**config.mk**
```make
export PLATFORM = sky130hd
export DESIGN_NAME = range_scan_hole_fill_smoother
export DESIGN_NICKNAME = d
export VERILOG_FILES = /design/src/rshf_pkg.sv /design/src/rshf_dp.sv /design/src/rshf_ctrl.sv /design/src/range_scan_hole_fill_smoother.sv
export SDC_FILE = /design/constraint.sdc
export NUM_CORES = 1
export LEC_CHECK = 0
export BUFFER_PORTS_ARGS = -buffer_cell sky130_fd_sc_hd__buf_2
export CORE_MARGIN = 2
export CORE_UTILIZATION = 45
export CTS_BUF_LIST = sky130_fd_sc_hd__clkbuf_8
export CTS_CLUSTER_SIZE = 8
export DETAILED_ROUTE_END_ITERATION = 8
export PLACE_DENSITY = 0.61
export SLEW_MARGIN = 15
export SYNTH_ARGS = -nofsm -noshare
export SYNTH_HDL_FRONTEND = slang
export SYNTH_HIERARCHICAL = 1
export SYNTH_SLANG_ARGS = --single-unit
```
**constraint.sdc**
```tcl
create_clock -name clk_i -period 6 [get_ports clk_i]
set_input_delay 0.6 -clock clk_i [delete_from_list [all_inputs] [get_ports clk_i]]
set_output_delay 0.6 -clock clk_i [all_outputs]
set_load 0.005 [all_outputs]
```
**src/rshf_pkg.sv**
```systemverilog
// package for the range scan hole-fill smoother
// holds widths, tap weights and the controller/datapath command and status types
// no dependencies
package rshf_pkg;

  localparam int unsigned DistW    = 16;
  localparam int unsigned AccW     = 20;
  localparam int unsigned WsumW    = 5;
  localparam int unsigned WinDepth = 4;
  localparam int unsigned SnapLen  = WinDepth + 1;
  localparam int unsigned DivSteps = AccW;
  localparam int unsigned DivCntW  = $clog2(DivSteps);

  localparam logic [DistW-1:0]   MaxValidRst = 16'd5000;
  localparam logic [2:0]         LastTap     = 3'd4;
  localparam logic [2:0]         FirstCenter = 3'd2;
  localparam logic [2:0]         LastCenter  = 3'd4;
  localparam logic [DivCntW-1:0] LastDivStep = DivCntW'(DivSteps - 1);

  // binomial tap weights 1,4,6,4,1
  function automatic logic [2:0] tap_weight(input logic [2:0] tap);
    logic [2:0] w;
    unique case (tap)
      3'd0:    w = 3'd1;
      3'd1:    w = 3'd4;
      3'd2:    w = 3'd6;
      3'd3:    w = 3'd4;
      3'd4:    w = 3'd1;
      default: w = 3'd0;
    endcase
    return w;
  endfunction

  // commands from controller to datapath
  typedef struct packed {
    logic       load;      // capture accepted ray into snapshot and window
    logic       clr;       // clear accumulators for a new center
    logic       tap_en;    // accumulate one tap
    logic       div_init;  // load divider from accumulators
    logic       div_en;    // one restoring divide step
    logic       push;      // write result into output register
    logic [2:0] center;    // snapshot position of the ray being filtered
    logic [2:0] tap;       // tap index 0..4, offset tap-2
    logic       scan_end;  // result closes the scan
  } dp_cmd_t;

  // status from datapath to controller
  typedef struct packed {
    logic [2:0] lo;        // lowest snapshot position that belongs to this scan
    logic       last;      // captured ray is the final one of the scan
    logic       out_busy;  // output register holds a request not yet taken
  } dp_sts_t;

endpackage

```
**src/rshf_dp.sv**
```systemverilog
// datapath of the range scan hole-fill smoother
// holds config, ray window, tap accumulator, bit-serial divider, output register
// depends on rshf_pkg
module rshf_dp (
  input  logic                      clk_i,
  input  logic                      rst_ni,
  input  logic                      cfg_we_i,
  input  logic [rshf_pkg::DistW-1:0] cfg_wdata_i,
  input  logic [rshf_pkg::DistW-1:0] ray_dist_i,
  input  logic                      last_ray_i,
  input  rshf_pkg::dp_cmd_t         cmd_i,
  output rshf_pkg::dp_sts_t         sts_o,
  input  logic                      out_ready_i,
  output logic                      out_valid_o,
  output logic [rshf_pkg::DistW-1:0] out_dist_o,
  output logic                      out_end_o
);
  import rshf_pkg::*;

  logic [DistW-1:0]   max_q;
  logic [DistW-1:0]   win_q [WinDepth];
  logic [2:0]         seen_q, seen_d;
  logic [DistW-1:0]   snap_q [SnapLen];
  logic [2:0]         lo_q;
  logic               last_q;
  logic [AccW-1:0]    acc_q;
  logic [WsumW-1:0]   wsum_q;
  logic [AccW-1:0]    quo_q;
  logic [WsumW-1:0]   rem_q;
  logic               out_valid_q;
  logic [DistW-1:0]   out_dist_q;
  logic               out_end_q;

  logic [3:0]         pos;
  logic [3:0]         idx_w;
  logic               in_range;
  logic [2:0]         sel;
  logic [DistW-1:0]   tap_dist;
  logic               tap_ok;
  logic [2:0]         weight;
  logic [DistW+2:0]   prod;
  logic [WsumW:0]     trial;
  logic [DistW-1:0]   center_dist;
  logic [DistW-1:0]   result;

  // config register
  always_ff @(posedge clk_i or negedge rst_ni) begin
    if (!rst_ni) begin
      max_q <= MaxValidRst;
    end else if (cfg_we_i) begin
      max_q <= cfg_wdata_i;
    end
  end

  // rays of the current scan, saturating at the window depth
  always_comb begin
    if (last_ray_i) begin
      seen_d = 3'd0;
    end else if (seen_q < 3'(WinDepth)) begin
      seen_d = seen_q + 3'd1;
    end else begin
      seen_d = seen_q;
    end
  end

  // window and count, cleared on reset
  always_ff @(posedge clk_i or negedge rst_ni) begin
    if (!rst_ni) begin
      seen_q <= '0;
      for (int i = 0; i < WinDepth; i++) win_q[i] <= '0;
    end else if (cmd_i.load) begin
      seen_q <= seen_d;
      for (int i = 0; i < WinDepth - 1; i++) win_q[i] <= win_q[i+1];
      win_q[WinDepth-1] <= ray_dist_i;
    end
  end

  // snapshot: window then new ray, position 4 is the newest
  always_ff @(posedge clk_i) begin
    if (cmd_i.load) begin
      for (int i = 0; i < WinDepth; i++) snap_q[i] <= win_q[i];
      snap_q[WinDepth] <= ray_dist_i;
      lo_q   <= 3'(WinDepth) - seen_q;
      last_q <= last_ray_i;
    end
  end

  // tap selection with the window clipped at the scan start
  always_comb begin
    pos      = {1'b0, cmd_i.center} + {1'b0, cmd_i.tap};
    idx_w    = pos - 4'd2;
    in_range = (pos >= ({1'b0, lo_q} + 4'd2)) && (pos <= 4'd6);
    sel      = in_range ? idx_w[2:0] : 3'd0;
    tap_dist = snap_q[sel];
    tap_ok   = in_range && (tap_dist <= max_q);
    weight   = tap_weight(cmd_i.tap);
    prod     = 19'(tap_dist) * 19'(weight);
  end

  // weighted sum and weight sum
  always_ff @(posedge clk_i) begin
    if (cmd_i.clr) begin
      acc_q  <= '0;
      wsum_q <= '0;
    end else if (cmd_i.tap_en && tap_ok) begin
      acc_q  <= acc_q + AccW'(prod);
      wsum_q <= wsum_q + WsumW'(weight);
    end
  end

  // restoring divider, one quotient bit per step
  assign trial = {rem_q, quo_q[AccW-1]} - {1'b0, wsum_q};

  always_ff @(posedge clk_i) begin
    if (cmd_i.div_init) begin
      quo_q <= acc_q;
      rem_q <= '0;
    end else if (cmd_i.div_en) begin
      if (!trial[WsumW]) begin
        rem_q <= trial[WsumW-1:0];
        quo_q <= {quo_q[AccW-2:0], 1'b1};
      end else begin
        rem_q <= {rem_q[WsumW-2:0], quo_q[AccW-1]};
        quo_q <= {quo_q[AccW-2:0], 1'b0};
      end
    end
  end

  // valid center or no valid neighbor keeps the raw reading
  always_comb begin
    center_dist = snap_q[cmd_i.center];
    if ((center_dist <= max_q) || (wsum_q == '0)) begin
      result = center_dist;
    end else begin
      result = quo_q[DistW-1:0];
    end
  end

  // output register
  always_ff @(posedge clk_i or negedge rst_ni) begin
    if (!rst_ni) begin
      out_valid_q <= 1'b0;
    end else if (cmd_i.push) begin
      out_valid_q <= 1'b1;
    end else if (out_ready_i) begin
      out_valid_q <= 1'b0;
    end
  end

  always_ff @(posedge clk_i) begin
    if (cmd_i.push) begin
      out_dist_q <= result;
      out_end_q  <= cmd_i.scan_end;
    end
  end

  assign sts_o.lo       = lo_q;
  assign sts_o.last     = last_q;
  assign sts_o.out_busy = out_valid_q && !out_ready_i;

  assign out_valid_o = out_valid_q;
  assign out_dist_o  = out_dist_q;
  assign out_end_o   = out_end_q;

endmodule

```
**src/rshf_ctrl.sv**
```systemverilog
// controller of the range scan hole-fill smoother
// sequences capture, tap accumulation, division and result push per ray
// depends on rshf_pkg
module rshf_ctrl (
  input  logic              clk_i,
  input  logic              rst_ni,
  input  logic              in_valid_i,
  output logic              in_ready_o,
  input  rshf_pkg::dp_sts_t sts_i,
  output rshf_pkg::dp_cmd_t cmd_o
);
  import rshf_pkg::*;

  typedef enum logic [5:0] {
    StIdle  = 6'b000001,
    StStart = 6'b000010,
    StTap   = 6'b000100,
    StDinit = 6'b001000,
    StDiv   = 6'b010000,
    StPush  = 6'b100000
  } state_e;

  state_e               state_q, state_d;
  logic [2:0]           center_q, center_d;
  logic [2:0]           tap_q, tap_d;
  logic [DivCntW-1:0]   div_q, div_d;
  logic [2:0]           start_center;
  logic                 has_result;

  // first center of this ray, and whether any result is due
  always_comb begin
    has_result   = sts_i.last || (sts_i.lo <= FirstCenter);
    start_center = (sts_i.last && (sts_i.lo > FirstCenter)) ? sts_i.lo : FirstCenter;
  end

  // next state and commands
  always_comb begin
    state_d       = state_q;
    center_d      = center_q;
    tap_d         = tap_q;
    div_d         = div_q;
    in_ready_o    = 1'b0;
    cmd_o         = '0;
    cmd_o.center  = center_q;
    cmd_o.tap     = tap_q;
    cmd_o.scan_end = sts_i.last && (center_q == LastCenter);
    unique case (state_q)
      StIdle: begin
        in_ready_o = 1'b1;
        if (in_valid_i) begin
          cmd_o.load = 1'b1;
          state_d    = StStart;
        end
      end
      StStart: begin
        if (has_result) begin
          center_d  = start_center;
          tap_d     = '0;
          cmd_o.clr = 1'b1;
          state_d   = StTap;
        end else begin
          state_d = StIdle;
        end
      end
      StTap: begin
        cmd_o.tap_en = 1'b1;
        if (tap_q == LastTap) begin
          state_d = StDinit;
        end else begin
          tap_d = tap_q + 3'd1;
        end
      end
      StDinit: begin
        cmd_o.div_init = 1'b1;
        div_d          = '0;
        state_d        = StDiv;
      end
      StDiv: begin
        cmd_o.div_en = 1'b1;
        if (div_q == LastDivStep) begin
          state_d = StPush;
        end else begin
          div_d = div_q + DivCntW'(1);
        end
      end
      StPush: begin
        if (!sts_i.out_busy) begin
          cmd_o.push = 1'b1;
          if (!sts_i.last || (center_q == LastCenter)) begin
            state_d = StIdle;
          end else begin
            center_d  = center_q + 3'd1;
            tap_d     = '0;
            cmd_o.clr = 1'b1;
            state_d   = StTap;
          end
        end
      end
      default: begin
        state_d = StIdle;
      end
    endcase
  end

  always_ff @(posedge clk_i or negedge rst_ni) begin
    if (!rst_ni) begin
      state_q  <= StIdle;
      center_q <= FirstCenter;
      tap_q    <= '0;
      div_q    <= '0;
    end else begin
      state_q  <= state_d;
      center_q <= center_d;
      tap_q    <= tap_d;
      div_q    <= div_d;
    end
  end

endmodule

```
**src/range_scan_hole_fill_smoother.sv**
```systemverilog
// top level of the range scan hole-fill smoother
// joins rshf_ctrl and rshf_dp; depends on rshf_pkg
//
// Takes one lidar range reading per request in ray order, s_axis_tlast on the
// final ray of a scan. Readings above max_valid_dist are replaced by the 1,4,6,4,1
// weighted mean (truncated) of the valid rays within two positions, clipped at
// the scan ends; valid readings, and holes with no valid neighbor, pass as is.
// Results trail the input by two rays and the last ray flushes the rest, with
// m_axis_tlast on the final result. One ray is worked on at a time: the next
// ray is accepted only once every result of the current ray is pushed, and a
// last ray yields up to three results. Each result runs the tap accumulation,
// then the 20-step bit-serial divider, and then waits for m_axis_tready while
// the output register is still full. A finished result waits in the output
// register while the next ray is accepted. cfg_we_i writes max_valid_dist
// (reset 5000); it must be used only while idle, the block does not enforce it.
module range_scan_hole_fill_smoother (
  input  logic                       clk_i,
  input  logic                       rst_ni,
  input  logic                       cfg_we_i,
  input  logic [rshf_pkg::DistW-1:0] cfg_wdata_i,    // max_valid_dist
  input  logic                       s_axis_tvalid,
  output logic                       s_axis_tready,
  input  logic [rshf_pkg::DistW-1:0] s_axis_tdata,   // [15:0] ray_dist
  input  logic                       s_axis_tlast,   // last_ray
  output logic                       m_axis_tvalid,
  input  logic                       m_axis_tready,
  output logic [rshf_pkg::DistW-1:0] m_axis_tdata,   // [15:0] smoothed_dist
  output logic                       m_axis_tlast    // scan_end
);
  import rshf_pkg::*;

  dp_cmd_t cmd;
  dp_sts_t sts;

  rshf_ctrl u_ctrl (
    .clk_i      (clk_i),
    .rst_ni     (rst_ni),
    .in_valid_i (s_axis_tvalid),
    .in_ready_o (s_axis_tready),
    .sts_i      (sts),
    .cmd_o      (cmd)
  );

  rshf_dp u_dp (
    .clk_i       (clk_i),
    .rst_ni      (rst_ni),
    .cfg_we_i    (cfg_we_i),
    .cfg_wdata_i (cfg_wdata_i),
    .ray_dist_i  (s_axis_tdata),
    .last_ray_i  (s_axis_tlast),
    .cmd_i       (cmd),
    .sts_o       (sts),
    .out_ready_i (m_axis_tready),
    .out_valid_o (m_axis_tvalid),
    .out_dist_o  (m_axis_tdata),
    .out_end_o   (m_axis_tlast)
  );

endmodule

```
* Yosys cells after proc, flatten, opt, wreduce, memory -nomap -nowiden *
Memories as Yosys holds them, arrays and structs flattened.
Index checks and enable logic that the tools add are counted.

word-level totals
  bits in registers = 172
  bits in writable memories = 80
  input bits = 38
  output and inout port bits = 19
  logic and storage cells = 129
  memories kept = 1

cells by class
  add/sub/neg operators = 11
  $mul = 1
  magnitude comparators = 7
  equality and inequality tests = 20
  muxes and demuxes = 44
  reduce and logical (&&, ||, !) cells = 26

memory list
  name         words  bits a word  rd ports  clocked after memory_dff  wr ports  line           RTL
  u_dp.snap_q  5      16           2         0                         5         rshf_dp.sv:23  logic [DistW-1:0] snap_q [SnapLen];

operator list
  operator                                              count
  2-to-1 mux 20 bit                                     2
  2-to-1 mux 3 bit                                      13
  case mux 6 bit (6 select lines)                       1
  less-or-equal comparator 16 bit                       2
  2-to-1 mux 6 bit                                      4
  adder 20 x 19 -> 20 bit                               1
  multiplier 16 x 3 -> 19 bit                           1
  case mux 3 bit (3 select lines)                       2
  2-to-1 mux 1 bit                                      16
  2-to-1 mux 16 bit                                     1
  2-to-1 mux 5 bit                                      2
  != test 2 bit (second input constant)                 5
  case mux 5 bit (2 select lines)                       1
  nonzero test 2 bit                                    5
  adder 3 x 1 -> 3 bit (second input constant)          3
  AND reduction 4 bit                                   2
  equality test 3 x 2 -> 1 bit (second input constant)  2
  equality test 3 bit (second input constant)           2
  equality test 6 x 1 -> 1 bit (second input constant)  1
  equality test 6 x 2 -> 1 bit (second input constant)  1
  equality test 6 x 3 -> 1 bit (second input constant)  1
  equality test 6 x 4 -> 1 bit (second input constant)  1
  equality test 6 x 5 -> 1 bit (second input constant)  1
  equality test 6 bit (second input constant)           1
  26 further kinds                                      38

* Longest topological paths before layout *
An unclocked memory read counts as a cell.

  depth after elaboration = 8
  depth in mapped cells = 27
  mapped depth without buffers = 24

* Hierarchy *
The synthesis kept the hierarchy.

by module, submodules not included
  module     instances  cells an instance  area an instance (µm²)  sequential area each (µm²)
  rshf_dp    1          1086               13117.6                 6342.3
  rshf_ctrl  1          125                1133.6                  427.9

* Least setup slack after synthesis *
Ideal clock, no wire load.

  path kind = flip-flop to flip-flop
  start point = reg u_ctrl.tap_q[0]
  end point = reg u_dp.acc_q[19]
  setup time = 71 ps
  arrival time = 5788 ps
  required time = 5929 ps
  path slack = 141 ps
  stages on the path, launching flop included = 23
  buffers on the path = 0
  clock period less this slack = 5859 ps
  cells stage by stage = dfrtp_1 -> ha_1 -> fa_1 -> xnor2_2 -> inv_2 -> ha_1 -> o21ai_0 -> o21ai_2 -> o2111ai_4 -> nor2_4 -> a221oi_1 -> o22a_1 -> nand2b_1 -> fa_1 -> fa_1 -> fa_1 -> nand2b_1 -> a21oi_2 -> a2111oi_2 -> o311a_1 -> o21a_1 -> or3_1 -> a21oi_1

on the way
  longest elaborated chain between the ends = 8
  elaborated cells between the ends (all ways) = 20
  those cells by class = add/sub (3); mul (1); order compare (3); eq/ne (4); mux (2); reduce/logical (6); memory (1)

ends and longest elaborated chain
  item                                                             line              RTL
  from (decl)                                                      rshf_ctrl.sv:25   logic [2:0] tap_q, tap_d;
  from (signal assigned)                                           rshf_ctrl.sv:114  tap_q <= tap_d;
  branches (longest 8 deep; another with adder 20 x 19 -> 20 bit)  -
  to (signal assigned)                                             rshf_dp.sv:106    acc_q <= acc_q + AccW'(prod);
  to (decl)                                                        rshf_dp.sv:26     logic [AccW-1:0] acc_q;

Parallel ways; which one is timed is not known.
A chain may end at the register's enable or synchronous reset.

* Final worst setup path *
  start point = reg u_ctrl.center_q[1]
  end point = reg u_dp.acc_q[19]

on the way
  longest elaborated chain between the ends = 8
  elaborated cells between the ends (all ways) = 17
  those cells by class = add/sub (3); mul (1); order compare (3); eq/ne (1); mux (4); reduce/logical (4); memory (1)

ends and longest elaborated chain
  item                                                             line              RTL
  from (decl)                                                      rshf_ctrl.sv:24   logic [2:0] center_q, center_d;
  from (signal assigned)                                           rshf_ctrl.sv:108  center_q <= FirstCenter;
  from (signal assigned)                                           rshf_ctrl.sv:113  center_q <= center_d;
  branches (longest 8 deep; another with adder 20 x 19 -> 20 bit)  -

Parallel ways; which one is timed is not known.

==> flow_summary.json <==
{
  "grt_pass1_vias": 9642,
  "synthesis.nets": 1362,
  "rr_endpoint": "u_dp/acc_q[19]",
  "ys_seq_area_share_pct": 47.5,
  "min_from": "s_axis_tdata[1]",
  "start_kind": "flop",
  "antenna_found_initial": 0,
  "ant_nets": 0,
  "hold_end": "u_dp/snap_q[4][1]",
  "n_antenna_cell": 0,
  "clkLatencyLatePin_ns": 0.57,
  "wl_um": 31600,
  "hp-class": "in2reg",
  "numCtsBuffers": 45,
  "routed_via_density": 5.37,
  "cap_violations": 0,
  "synth_ff_type": "edfxtp_1",
  "cp_max_fo": 6,
  "outcome": "finished, final reports clean",
  "endpoint_kind": "flop",
  "rows": 65,
  "fmax_mhz": 172,
  "core_mm2": 0.0314,
  "place_hpwl_um": 23200,
  "fillers": 2806,
  "clock-root-buffer": "clkbuf_8",
  "h-tree-depth": 2,
  "start_util_pct": 45.4,
  "slew_headroom_pct": 34.6,
  "worstSetupPathType": "reg2reg",
  "drive_gt1_share_pct": 28.3,
  "final_cells": 1759,
  "cts.clk_slew.worst_paths_ns": 0.06,
  "grt_max_degree": 80,
  "synth-async-reset-ratio_pct": 40.1,
  "synth_edf_count": 121,
  "wl_per_cell_um": 18.0,
  "clkSinkCount": 252,
  "period_minus_slack_ns": 5.82,
  "r2r_slack_ns": 0.18,
  "track_usage_pct": 19.3,
  "dr.pass1.iters": 6,
  "stdcell_area_mm2": 0.0163,
  "setup_tns_ns": 0,
  "critPathArrivalTime_ns": 6.28,
  "cts_tree": "yes",
  "final_hold_viol_count": 0,
  "grt_pass1_wl_um": 50300,
  "pin_count": 57,
  "clock-skew-final_ns": 0.0185,
  "vias": 9447,
  "fin_nets": 1471,
  "portBuffers": 56,
  "reg2regPathDepth": 23,
  "ys_types": 87,
  "clk_path_buf_depth": 3,
  "netlist_area_mm2": 0.0143,
  "dpl_cell_area_mm2": 0.0151,
  "cp.required_ns": 6.47,
  "yosys_warnings": 6,
  "max_slew.worst_pin.slew_ns": 0.981,
  "fp.dieH_um": 182,
  "area_delta_synth_final_pct": 14.3,
  "min_period_over_period_pct": 96.9,
  "dp_cells": 1662,
  "dieArea_mm2": 0.0331,
  "holdWs_ns": 0.218,
  "drt_iter0_drc": 606,
  "synth-seq-cells": 252,
  "setup_violations": 0,
  "synth_cells": 1211,
  "gp_congestion": 0.880,
  "holdPathStages": 1,
  "maxSlewViolCount": 0,
  "postSynthAreaPerCell_um2": 11.8,
  "reg2reg_from": "u_ctrl/center_q[1]",
  "overflow": 0,
  "fp.dieW_um": 182,
  "drcViolationCount": 0
}
-- flip-flops by register name, indices dropped and copies added, names as in the netlist --
signal            count
u_dp/snap_q          80
u_dp/win_q           64
u_dp/acc_q           20
u_dp/quo_q           20
u_dp/max_q           16
u_dp/out_dist_o      16
u_ctrl/state_q        6
u_ctrl/div_q          5
u_dp/rem_q            5
u_dp/wsum_q           5
u_ctrl/center_q       3
u_ctrl/tap_q          3
u_dp/lo_q             3
u_dp/seen_q           3
u_dp/last_q           1
u_dp/out_end_o        1
u_dp/out_valid_o      1
-- timing repair --
item | 4_1_cts | 5_1_grt
setup endpoints to repair | 2 | 12
hold endpoints to repair | 28 | 0
pin swaps | 7 | 24
setup buffers | 5 | 6
resized for setup | 1 | 51
hold buffers | 1 | 0
-- how the worst max path moves through the flow --
stage               cells past startpoint               start  slack, ns             end
global route                           25     u_ctrl/tap_q[0]      -0.07  u_dp/acc_q[19]
CTS                                    23  u_ctrl/center_q[1]      0.007  u_dp/acc_q[17]
detailed placement                     22  u_ctrl/center_q[0]      -0.02  u_dp/acc_q[19]
finish                                 23  u_ctrl/center_q[1]       0.18  u_dp/acc_q[19]
floorplan                              22     u_ctrl/tap_q[0]       0.14  u_dp/acc_q[19]
global placement                       22  u_ctrl/center_q[0]       0.06  u_dp/acc_q[19]
-- kinds of logic after synthesis --
| kind of cell | count (synthesis) | synth area share [%] |
|---|---|---|
| xor gates and xnor gates | 23 | 1.47 |
| buffers and inverters | 192 | 5.55 |
| AOI/OAI and AO/OA | 191 | 9.90 |
| muxes | 169 | 14.5 |
| adders and majority gates | 113 | 11.7 |
| and+or+nand+nor | 271 | 9.35 |
| DFF | 252 | 47.5 |
-- layout by cell type (no fill, tap or decap), types with 5 or more instances in the layout --
cell type / synthesis / routed
a211oi_1: 7 / 7
a21o_1: 12 / 12
a21oi_1: 31 / 29
a221oi_1: 15 / 8
a221oi_2: 2 / 9
buf_2: 13 / 55
buf_4: 1 / 57
clkbuf_8: 0 / 46
clkinv_1: 0 / 6
clkinv_2: 0 / 5
dfrtp_1: 94 / 94
dfstp_2: 7 / 7
dfxtp_1: 30 / 30
edfxtp_1: 121 / 121
fa_1: 34 / 32
ha_1: 79 / 70
ha_4: 0 / 5
inv_1: 136 / 156
mux2_2: 105 / 105
mux2_4: 9 / 9
mux2i_1: 39 / 39
mux4_2: 16 / 16
nand2_1: 59 / 58
nand2b_1: 12 / 11
nand3_1: 18 / 18
nand4_1: 9 / 9
nor2_1: 103 / 99
nor2b_1: 10 / 10
nor3_1: 14 / 14
o211ai_1: 10 / 10
o21a_1: 5 / 5
o21ai_0: 38 / 37
o22a_1: 16 / 6
o22a_2: 0 / 10
or4_1: 6 / 6
xnor2_1: 14 / 14
xor2_1: 8 / 8
-- cells in the mapped netlist, types with 8 or more instances --
cell type  number  area, um2
inv_1         136        510
edfxtp_1      121       3630
mux2_2        105       1180
nor2_1        103        387
dfrtp_1        94       2350
ha_1           79        988
nand2_1        59        221
mux2i_1        39        390
o21ai_0        38        190
fa_1           34        681
a21oi_1        31        155
dfxtp_1        30        601
clkbuf_1       28        105
nand3_1        18       90.1
mux4_2         16        360
o22a_1         16        140
a221oi_1       15        131
nor3_1         14       70.1
xnor2_1        14        123
buf_2          13       65.1
a21o_1         12       90.1
nand2b_1       12       75.1
nor2b_1        10       62.6
o211ai_1       10       75.1
mux2_4          9        135
nand4_1         9       56.3
xor2_1          8       70.1
-- routing by layer --
metal | track usage (%) | up-vias | wire, um
li1 | - | 4572 | -
met1 | 26.3 | 4585 | 14600
met2 | 31.7 | 237 | 14800
met3 | 3.05 | 53 | 1520
met4 | 6.23 | 0 | 736
met5 | 0 | - | 0
-- final cells by class --
type	instances	area (um2)	share of cell area [%]
well taps	402	503	3.09
multi-input cells	767	6920	42.5
clock buffers	46	633	3.89
clock inverters	38	185	1.14
flip-flops and latches	252	6770	41.6
repair buffers	116	759	4.66
inverters	138	518	3.18
-- worst max-delay path, cell delays in order (launching register included) --
cell and delay, ns:
dfstp_2 0.58, ha_1 0.24, a21o_1 0.21, a21oi_4 0.15, inv_1 0.08, ha_4 0.26, o211ai_4 0.27, nor3_4 0.08
buf_4 0.15, buf_4 0.16, a221oi_1 0.30, o22a_2 0.30, nor2_1 0.08, fa_1 0.50, inv_1 0.06, fa_1 0.50
inv_1 0.04, ha_2 0.37, o21ai_0 0.14, nor2b_1 0.20, o311a_1 0.37, o21a_1 0.20, or3_1 0.31, a21oi_1 0.15
-- metrics by stage --
step,setup WS (ns),util (%)
floorplan,0.141,-
global placement,0.0608,48.2
detailed placement,-0.0168,48.2
CTS,0.00653,51.0
global route,-0.0725,51.9
finish,0.185,51.9
Power is left out: the tool's default activity adds up to more than one toggle a clock period on the data nets, which glitch-free logic cannot reach.
